**config.mk**
```make
export PLATFORM = sky130hd
export DESIGN_NAME = median_gated_aim_setpoint_top_flat
export DESIGN_NICKNAME = d
export VERILOG_FILES = /design/src/mgas_pkg.sv /design/src/mgas_if.sv /design/src/median_gated_aim_setpoint_top.sv /design/src/flat_wrapper.sv
export SDC_FILE = /design/constraint.sdc
export NUM_CORES = 1
export LEC_CHECK = 0
export ABC_AREA = 1
export BUFFER_PORTS_ARGS = -buffer_cell sky130_fd_sc_hd__buf_2
export CAP_MARGIN = 30
export CORE_ASPECT_RATIO = 1.5
export CORE_UTILIZATION = 40
export DETAILED_ROUTE_END_ITERATION = 10
export PLACE_DENSITY = 0.62
export REMOVE_ABC_BUFFERS = 1
export SYNTH_ARGS = -nofsm -noshare
export SYNTH_HDL_FRONTEND = slang
export SYNTH_SLANG_ARGS = --single-unit
export TNS_END_PERCENT = 50
```
**constraint.sdc**
```tcl
create_clock -name clk -period 4.5 [get_ports clk]
set_input_delay 0.225 -clock clk [delete_from_list [all_inputs] [get_ports clk]]
set_output_delay 0.225 -clock clk [all_outputs]
set_load 0.02 [all_outputs]
```
**src/mgas_pkg.sv**
```systemverilog
// ----------------------------------------------------------------------------
// mgas_pkg
// shared widths, defaults and register codes of the median gated aim setpoint
// ----------------------------------------------------------------------------
package mgas_pkg;

  localparam int DEFAULT_WINDOW = 8;
  localparam int DATA_W         = 16;
  localparam int LIMIT_W        = 15;
  localparam int CFG_DATA_W     = 15;
  localparam int CFG_IDX_W      = 1;

  localparam logic [LIMIT_W-1:0] LIMIT_RESET = '1;

  typedef enum logic [CFG_IDX_W-1:0] {
    CFG_AUTO_ENABLE    = 1'b0,
    CFG_POSITION_LIMIT = 1'b1
  } cfg_reg_t;

endpackage

```
**src/mgas_if.sv**
```systemverilog
// ----------------------------------------------------------------------------
// mgas_in_if / mgas_out_if
// valid/ready channels carrying sample beats in and setpoint beats out
// ----------------------------------------------------------------------------
interface mgas_in_if import mgas_pkg::*; ();
  logic                     valid;
  logic                     ready;
  logic                     sample_valid;
  logic signed [DATA_W-1:0] target_offset;
  logic signed [DATA_W-1:0] axis_position;

  modport source (output valid, sample_valid, target_offset, axis_position,
                  input ready);
  modport sink   (input valid, sample_valid, target_offset, axis_position,
                  output ready);
endinterface

interface mgas_out_if import mgas_pkg::*; ();
  logic                     valid;
  logic                     ready;
  logic signed [DATA_W-1:0] aim_setpoint;
  logic signed [DATA_W-1:0] median_offset;
  logic                     was_clamped;

  modport source (output valid, aim_setpoint, median_offset, was_clamped,
                  input ready);
  modport sink   (input valid, aim_setpoint, median_offset, was_clamped,
                  output ready);
endinterface

```
**src/median_gated_aim_setpoint_top.sv**
```systemverilog
// ----------------------------------------------------------------------------
// median_gated_aim_setpoint_top
// ring window of offsets in a synchronous ram, upper median by rank counting,
// median plus axis position clamped to the configured limit
// ----------------------------------------------------------------------------
// an enabled beat starts a scan: for each candidate, a read of it and a read of every
//   entry, set by the single read port of the window ram, one compare per cycle;
//   no new beat is taken in S_SCAN, S_DRAIN or S_FIN, and S_FIN waits for a free output
// disabled beats are taken one per cycle while idle and give no result
// reset: tracking off, limit at maximum, window reads as zero, index zero
// ----------------------------------------------------------------------------
module median_gated_aim_setpoint_top
  import mgas_pkg::*;
#(
  parameter int WINDOW = DEFAULT_WINDOW
) (
  input  logic                  clk,
  input  logic                  rst_n,
  mgas_in_if.sink               in_bus,
  mgas_out_if.source            out_bus,
  input  logic                  cfg_we,
  input  cfg_reg_t              cfg_index,
  input  logic [CFG_DATA_W-1:0] cfg_data
);

  localparam int IDX_W = $clog2(WINDOW);
  localparam int CNT_W = $clog2(WINDOW + 1);
  localparam logic [CNT_W-1:0] RANK    = CNT_W'(WINDOW / 2);
  localparam logic [CNT_W-1:0] LAST_ST = CNT_W'(WINDOW);
  localparam logic [IDX_W-1:0] LAST_IX = IDX_W'(WINDOW - 1);

  typedef enum logic [3:0] {
    S_IDLE  = 4'b0001,
    S_SCAN  = 4'b0010,
    S_DRAIN = 4'b0100,
    S_FIN   = 4'b1000
  } state_t;

  state_t state_r, state_nxt;

  // configuration
  logic               enable_r;
  logic [LIMIT_W-1:0] limit_r;

  // window ram and entry valid bits
  logic [DATA_W-1:0] mem [WINDOW];
  logic [WINDOW-1:0] vld_r;
  logic [IDX_W-1:0]  wr_idx_r;
  logic [IDX_W-1:0]  rd_addr;
  logic [DATA_W-1:0] rd_data_r;
  logic              rd_vld_r;

  // scan control
  logic [IDX_W-1:0] cand_r;
  logic [CNT_W-1:0] step_r;
  logic             iss_act_r;
  logic             iss_cand_r;
  logic             iss_last_r;

  // rank counting
  logic signed [DATA_W-1:0] cand_val_r;
  logic signed [DATA_W-1:0] med_r;
  logic signed [DATA_W-1:0] data_val;
  logic [CNT_W-1:0]         lt_r, le_r, lt_nxt, le_nxt;
  logic signed [DATA_W-1:0] axis_r;

  // output register
  logic                     out_valid_r;
  logic signed [DATA_W-1:0] out_sp_r, out_med_r;
  logic                     out_clamp_r;

  logic in_acc, take, out_free;
  logic signed [DATA_W:0] sum_w, lim_p, lim_n;

  assign in_bus.ready = (state_r == S_IDLE);
  assign in_acc       = in_bus.valid && in_bus.ready;
  assign take         = in_acc && enable_r;
  assign out_free     = !out_valid_r || out_bus.ready;

  assign out_bus.valid         = out_valid_r;
  assign out_bus.aim_setpoint  = out_sp_r;
  assign out_bus.median_offset = out_med_r;
  assign out_bus.was_clamped   = out_clamp_r;

  // config writes
  always_ff @(posedge clk) begin
    if (!rst_n) begin
      enable_r <= 1'b0;
      limit_r  <= LIMIT_RESET;
    end else if (cfg_we) begin
      unique case (cfg_index)
        CFG_AUTO_ENABLE:    enable_r <= cfg_data[0];
        CFG_POSITION_LIMIT: limit_r  <= cfg_data[LIMIT_W-1:0];
      endcase
    end
  end

  // window ram
  assign rd_addr = (step_r == '0) ? cand_r : IDX_W'(step_r - CNT_W'(1));

  always_ff @(posedge clk) begin
    if (take && in_bus.sample_valid) begin
      mem[wr_idx_r] <= in_bus.target_offset;
    end
    rd_data_r <= mem[rd_addr];
  end

  always_ff @(posedge clk) begin
    if (!rst_n) begin
      vld_r    <= '0;
      wr_idx_r <= '0;
      rd_vld_r <= 1'b0;
    end else begin
      rd_vld_r <= vld_r[rd_addr];
      if (cfg_we && cfg_index == CFG_AUTO_ENABLE && cfg_data[0] && !enable_r) begin
        vld_r    <= '0;
        wr_idx_r <= '0;
      end else if (take) begin
        if (in_bus.sample_valid) begin
          vld_r[wr_idx_r] <= 1'b1;
        end
        wr_idx_r <= (wr_idx_r == LAST_IX) ? '0 : wr_idx_r + IDX_W'(1);
      end
    end
  end

  // sequencer
  always_comb begin
    state_nxt = state_r;
    unique case (state_r)
      S_IDLE:  if (take) state_nxt = S_SCAN;
      S_SCAN:  if (step_r == LAST_ST && cand_r == LAST_IX) state_nxt = S_DRAIN;
      S_DRAIN: state_nxt = S_FIN;
      S_FIN:   if (out_free) state_nxt = S_IDLE;
      default: state_nxt = S_IDLE;
    endcase
  end

  always_ff @(posedge clk) begin
    if (!rst_n) begin
      state_r    <= S_IDLE;
      cand_r     <= '0;
      step_r     <= '0;
      iss_act_r  <= 1'b0;
      iss_cand_r <= 1'b0;
      iss_last_r <= 1'b0;
    end else begin
      state_r    <= state_nxt;
      iss_act_r  <= (state_r == S_SCAN);
      iss_cand_r <= (step_r == '0);
      iss_last_r <= (step_r == LAST_ST);
      if (state_r == S_SCAN) begin
        if (step_r == LAST_ST) begin
          step_r <= '0;
          cand_r <= (cand_r == LAST_IX) ? '0 : cand_r + IDX_W'(1);
        end else begin
          step_r <= step_r + CNT_W'(1);
        end
      end else begin
        step_r <= '0;
        cand_r <= '0;
      end
    end
  end

  // rank counting on returned reads
  assign data_val = rd_vld_r ? $signed(rd_data_r) : '0;
  assign lt_nxt   = lt_r + CNT_W'(data_val <  cand_val_r);
  assign le_nxt   = le_r + CNT_W'(data_val <= cand_val_r);

  always_ff @(posedge clk) begin
    if (take) begin
      axis_r <= in_bus.axis_position;
    end
    if (iss_act_r) begin
      if (iss_cand_r) begin
        cand_val_r <= data_val;
        lt_r       <= '0;
        le_r       <= '0;
      end else begin
        lt_r <= lt_nxt;
        le_r <= le_nxt;
        if (iss_last_r && lt_nxt <= RANK && le_nxt > RANK) begin
          med_r <= cand_val_r;
        end
      end
    end
  end

  // sum and clamp
  assign sum_w = {axis_r[DATA_W-1], axis_r} + {med_r[DATA_W-1], med_r};
  assign lim_p = $signed({2'b00, limit_r});
  assign lim_n = -lim_p;

  always_ff @(posedge clk) begin
    if (state_r == S_FIN && out_free) begin
      out_med_r <= med_r;
      if (sum_w > lim_p) begin
        out_sp_r    <= lim_p[DATA_W-1:0];
        out_clamp_r <= 1'b1;
      end else if (sum_w < lim_n) begin
        out_sp_r    <= lim_n[DATA_W-1:0];
        out_clamp_r <= 1'b1;
      end else begin
        out_sp_r    <= sum_w[DATA_W-1:0];
        out_clamp_r <= 1'b0;
      end
    end
  end

  always_ff @(posedge clk) begin
    if (!rst_n) begin
      out_valid_r <= 1'b0;
    end else if (state_r == S_FIN && out_free) begin
      out_valid_r <= 1'b1;
    end else if (out_bus.ready) begin
      out_valid_r <= 1'b0;
    end
  end

endmodule

```
**src/flat_wrapper.sv**
```systemverilog
// flat-port wrapper written by rule: the top's interface ports become plain ports
module median_gated_aim_setpoint_top_flat import mgas_pkg::*;
#(
  parameter int WINDOW = DEFAULT_WINDOW
)
  (clk, rst_n, cfg_we, cfg_index, cfg_data, in_bus_valid, in_bus_sample_valid, in_bus_target_offset, in_bus_axis_position, in_bus_ready, out_bus_valid, out_bus_aim_setpoint, out_bus_median_offset, out_bus_was_clamped, out_bus_ready);
  mgas_in_if in_bus_i ();
  mgas_out_if out_bus_i ();
  input  logic clk;
  input  logic rst_n;
  input  logic cfg_we;
  input  cfg_reg_t cfg_index;
  input  logic [CFG_DATA_W-1:0] cfg_data;
  input wire logic [$bits(in_bus_i.valid)-1:0] in_bus_valid;
  input wire logic [$bits(in_bus_i.sample_valid)-1:0] in_bus_sample_valid;
  input wire logic [$bits(in_bus_i.target_offset)-1:0] in_bus_target_offset;
  input wire logic [$bits(in_bus_i.axis_position)-1:0] in_bus_axis_position;
  output wire logic [$bits(in_bus_i.ready)-1:0] in_bus_ready;
  output wire logic [$bits(out_bus_i.valid)-1:0] out_bus_valid;
  output wire logic [$bits(out_bus_i.aim_setpoint)-1:0] out_bus_aim_setpoint;
  output wire logic [$bits(out_bus_i.median_offset)-1:0] out_bus_median_offset;
  output wire logic [$bits(out_bus_i.was_clamped)-1:0] out_bus_was_clamped;
  input wire logic [$bits(out_bus_i.ready)-1:0] out_bus_ready;
  assign in_bus_i.valid = in_bus_valid;
  assign in_bus_i.sample_valid = in_bus_sample_valid;
  assign in_bus_i.target_offset = in_bus_target_offset;
  assign in_bus_i.axis_position = in_bus_axis_position;
  assign in_bus_ready = in_bus_i.ready;
  assign out_bus_valid = out_bus_i.valid;
  assign out_bus_aim_setpoint = out_bus_i.aim_setpoint;
  assign out_bus_median_offset = out_bus_i.median_offset;
  assign out_bus_was_clamped = out_bus_i.was_clamped;
  assign out_bus_i.ready = out_bus_ready;
  median_gated_aim_setpoint_top #(.WINDOW(WINDOW)) u_core (.clk(clk), .rst_n(rst_n), .in_bus(in_bus_i), .out_bus(out_bus_i), .cfg_we(cfg_we), .cfg_index(cfg_index), .cfg_data(cfg_data));
endmodule
```
[Word-level counts from Yosys, hierarchy flattened]
Memory sizes are Yosys's and may differ from the RTL's. A register that Yosys moved wholly into a read port is not among the register bits.
Cells that the tools add are included.
Widths: inputs -> output; s select.
Operators by class
  add/sub/neg operators: 8
  $lt $le $gt $ge: 9
  equality and inequality tests: 10
  muxes and demuxes: 19
  bitwise gates (word level): 5
  reduce and logical (&&, ||, !) cells: 25
Operators by type and width (number)
  $mux 16: 2
  $add 16x16->17: 1
  $gt 17x16->1: 1
  $lt 17x17->1: 1
  $neg 15->17: 1
  $le 16x16->1: 1
  $lt 16x16->1: 1
  $pmux 4 s4: 1
  $mux 15: 1
  $mux 4: 3
  $logic_and 1x1->1: 11
  $reduce_and 2->1: 5
  $mux 3: 3
  $add 4x1->4: 2
  $eq 4x4->1 const B: 2
  $lt 3x4->1 const B: 2
  $or 8x8->8: 1
  $mux 1: 7
  $add 3x1->3 const B: 2
  $eq 3x3->1 const B: 2
  $reduce_and 3->1: 2
  $add 4x1->4 const B: 1
  $eq 4x1->1 const B: 1
  $eq 4x2->1 const B: 1
  16 further kinds: 21
Word-level totals
  bits in registers: 132
  memory bits (writable): 128
  output and inout bits: 35
  logic and storage cells: 98
  memories: 1
Memories
  u_core.mem: words 8, width 16, read ports 1, clocked after Yosys merged registers in 1, wr ports 1, line median_gated_aim_setpoint_top.sv:46  | logic [DATA_W-1:0] mem [WINDOW];

[Longest topological paths before layout]
  word-level depth: 7
  mapped depth: 30
  depth with buffers taken out: 27

[Worst setup path before layout]
Ideal clock, no wire load.
  path type: register to register
  from: reg u_core.med_r[0]
  to: reg u_core.out_sp_r[15] (netlist: u_core.out_bus.aim_setpoint[15]), data pin
  arrival time: 3567 ps
  path slack: 684 ps
  cell stages (with the launch flop): 29
  period minus slack after synthesis: 3816 ps
  path through: edfxtp_1 -> ha_1 -> inv_1 -> fa_1 -> inv_1 -> nand3_1 -> nand3_1 -> nand2_1 -> nand2_1 -> nand2_1 -> nand2_1 -> nand2_1 -> nand2_4 -> clkbuf_1 -> inv_1 -> ha_1 -> nand2_1 -> inv_1 -> nand3_1 -> nor2_1 -> nand4_1 -> nand4_1 -> nand2_1 -> inv_1 -> buf_2 -> clkbuf_1 -> o21ai_0 -> nand2_1 -> inv_1
Between the ends
  longest elaborated chain between the ends: 3
  elaborated cells between the ends (all ways): 4
  those cells by class: add/sub (1); order compare (2); mux (1)
RTL lines
  from (decl): line median_gated_aim_setpoint_top.sv:62  | logic signed [DATA_W-1:0] med_r;
  from (signal assigned): line median_gated_aim_setpoint_top.sv:184  | med_r <= cand_val_r;
  $add 16x16->17 *: line median_gated_aim_setpoint_top.sv:191  | assign sum_w = {axis_r[DATA_W-1], axis_r} + {med_r[DATA_W-1], med_r};
  $lt 17x17->1: line median_gated_aim_setpoint_top.sv:201  | end else if (sum_w < lim_n) begin
  $mux 16: line median_gated_aim_setpoint_top.sv:201
  to (signal assigned): line median_gated_aim_setpoint_top.sv:199  | out_sp_r <= lim_p[DATA_W-1:0];
  to (signal assigned): line median_gated_aim_setpoint_top.sv:202  | out_sp_r <= lim_n[DATA_W-1:0];
  to (signal assigned): line median_gated_aim_setpoint_top.sv:205  | out_sp_r <= sum_w[DATA_W-1:0];
  to (decl): line median_gated_aim_setpoint_top.sv:69  | logic signed [DATA_W-1:0] out_sp_r, out_med_r;
Every way passes the cells marked *; elsewhere a longest branch is shown, timed or not.
A chain may end at the register's enable or synchronous reset.

[Final worst setup path]
  from: reg u_core.med_r[0]
  to: reg u_core.out_sp_r[13] (netlist: u_core.out_bus.aim_setpoint[13]), data pin
Between the ends
  longest elaborated chain between the ends: 4
  elaborated cells between the ends (all ways): 5
  those cells by class: add/sub (1); order compare (2); mux (2)
RTL lines
  $add 16x16->17 *: line median_gated_aim_setpoint_top.sv:191
  $lt 17x17->1: line median_gated_aim_setpoint_top.sv:201
  $mux 16: line median_gated_aim_setpoint_top.sv:201
  $mux 15 *: line median_gated_aim_setpoint_top.sv:198  | if (sum_w > lim_p) begin
Marked as above.

==> metrics.cfg <==
[status]
status=completed

[cells_and_area]
drive_above_1_share_pct=12.5
n_antenna_cell=0
final_area_um2=15100
final_cell_mix=edfxtp_1, nand2_1, inv_1
final_common_cell=edfxtp_1
utilization_pct=48.5
register_area_um2=7700
nets=1473
fillCellCount=2870
multi_input_area_um2=4380
area_growth_pct=18.6

[pwr]
power_per_cell_area_nw_per_um2=343
pwr-share-seq_pct=53.5
power_frac_comb_pct=5.0
power_frac_clock_pct=41.5
switching_power_mw=1.11
internal_power_mw=4.07
max-vdd-ir-drop_mv=0.296
switching_share_pct=21.5
leakage_nw=6.25

[clocking]
cts-root-buf=clkbuf_16
numCtsBuffers=27
clock_latency_ps=550
cts_sinks=276
clockBufferDepth=3
cts_htree_levels=1
cts_tree=done
clkTransAtPathRegs_ps=60

[routing]
wl_mm=27.9
first_pass_iters=4
drcViolationCount=0
detail_route.wl_per_cell_um=15.8
vias=8843
ant_nets=0
via_per_inst=4.99
drtIter0Drc=398

[job]
cap_violations=0

[placed_design]
placed_area_um2=13700
pre_cts_slack_ps=317
io_buffers=88
gp_congestion=0.896
place_hpwl_mm=19.0

[synthesis]
syn_area_per_cell_um2=10.7
synth-edff-count=217
ys_seq_area_share_pct=60.5
synthDistinctLibCells=48
netlist_area_um2=12700
syn-instance-count=1195
ys.flop_type=edfxtp_1
ys_async_sr_fraction_pct=0
yosysWarnings=0
ys_ff_latch=276

[critical_path]
crit_top_cell=nand2_1
cp.required_ps=4800
end_kind=flop
crit_fanout=15
arrival_ps=4340
critPathMaxStageDelay_ps=400
startpoint_type=flop
path_class=reg2reg
critical-path-slowest-cell=fa_1
cp_top_family=simple AND/OR/NAND/NOR gates
cp_num_buf_inv=6

[die]
row_count=79
die_w_um=148
start_util_pct=40.9
die_h_um=220
dieArea_um2=32600
core_area_um2=31100
num_io_pins=89

[sta]
fmax_ghz=0.248
maxSlewHeadroom_pct=35.6
slew_viol_final=0
tightestPinTransition_ps=966
rsz0062_at_grt=no
clock_skew_ps=18.2
worst_slack_ps=460
holdWs_ps=72.3
min_period_ps=4040
finalSetupViolCount=0
finalHoldViolations=0
fin_setup_tns_ps=0
finalCritPeriodShare_pct=89.8

[grt]
track_usage_pct=17.6
overflow=0
grt_max_degree=66
grt_pass1_wl_mm=44.9
antenna_found_initial=2
grt_pass1_vias=8904

[min_path]
hp-class=in2reg

-- sequential cells by signal (all words and copies together) (netlist names), 3 cells and up --
name and cells:
u_core.med_r 16, u_core.state_r 4, u_core.wr_idx_r 3, u_core.mem 128
u_core.lt_r 4, u_core.step_r 4, u_core.out_bus.median_offset 16, u_core.le_r 4
u_core.vld_r 8, u_core.limit_r 15, u_core.rd_data_r 16, u_core.cand_val_r 16
u_core.cand_r 3, u_core.axis_r 16, u_core.out_bus.aim_setpoint 16
-- cells by family (layout without fill, tap and decap cells) --
group           after synthesis  count (layout)  share of synthesized area [%]
simple gates                395             395                           13.4
flops                       276             276                           60.5
compound gates              241             241                           11.4
buf+inv                     179             350                           5.40
fa+ha+maj                    74              74                           7.33
xor+xnor                     30              30                           2.06
-- worst reg2reg max path, delay by kind of cell, from the launching register on --
family | cells | cell delay [ps]
buffers and inverters | 6 | 600
AND/OR/NAND/NOR | 18 | 1860
AO/OA/AOI/OAI | 1 | 80
flip-flops | 1 | 340
adder cells (fa/ha/maj) | 3 | 940
-- power groups by stage --
stage / registers [mW] / logic, mW / clock network, mW
CTS: 2.77 / 0.256 / 2.22
floorplan: 2.82 / 0.135 / 0
global route: 2.77 / 0.294 / 2.32
global placement: 2.83 / 0.216 / 0
detailed placement: 2.83 / 0.221 / 0
finish: 2.77 / 0.259 / 2.15
-- through the flow --
| stage | power (mW) | instances |
|---|---|---|
| 2_1_floorplan | 2.96 | 1156 |
| 3_3_place_gp | 3.04 | 1666 |
| 3_5_place_dp | 3.05 | 1668 |
| 4_1_cts | 5.24 | 1768 |
| 5_1_grt | 5.39 | 1771 |
| 6_report | 5.18 | 1771 |
-- cell type report --
class / instances / area share (%)
Clock inverter: 15 / 0.763
Sequential cell: 276 / 51.0
Multi-Input combinational cell: 740 / 29.0
Tap cell: 405 / 3.36
Inverter: 140 / 3.51
Clock buffer: 35 / 4.81
Timing Repair inverter: 2 / 0.0995
Timing Repair Buffer: 158 / 7.49
-- synth_stat cells, drive strengths merged, types with 11 or more instances --
cell type	count	area (um2)
nor2	120	453
nand2	195	744
o21bai	33	248
nand3	35	203
ha	73	913
a21oi	40	200
o21ai	95	475
edfxtp	217	6520
o22ai	16	100
clkbuf	31	116
inv	139	522
dfxtp	59	1180
nand4	28	190
o211ai	17	128
nor3	11	65.1
a31oi	19	119
xor2	21	184
-- timing repair --
action / in CTS / in global routing
endpoints found under the setup margin: 0 / 14
gates resized for setup: 0 / 4
hold buffers: 50 / 0
hold endpoints to repair: 161 / 0
setup buffers: 0 / 1
-- routing by layer --
layer	vias to the layer above	track usage [%]	wire length, um
li1	4464	-	-
met1	4161	18.9	10800
met2	161	34.9	15400
met3	53	2.60	1080
met4	4	5.15	616
met5	-	0	22
-- path summary, 6_finish.rpt --
check / from / to / slack (ps) / cells after the start
hold / removal: cfg_we / u_core.enable_r / 70 / 4
hold reg to reg: u_core.cand_val_r[4] / u_core.med_r[4] / 450 / 0
setup reg to reg: u_core.med_r[0] / u_core.out_bus.aim_setpoint[13] / 460 / 28
setup / recovery: u_core.med_r[0] / u_core.out_bus.aim_setpoint[13] / 460 / 28
(Power assumes the default switching activity.)
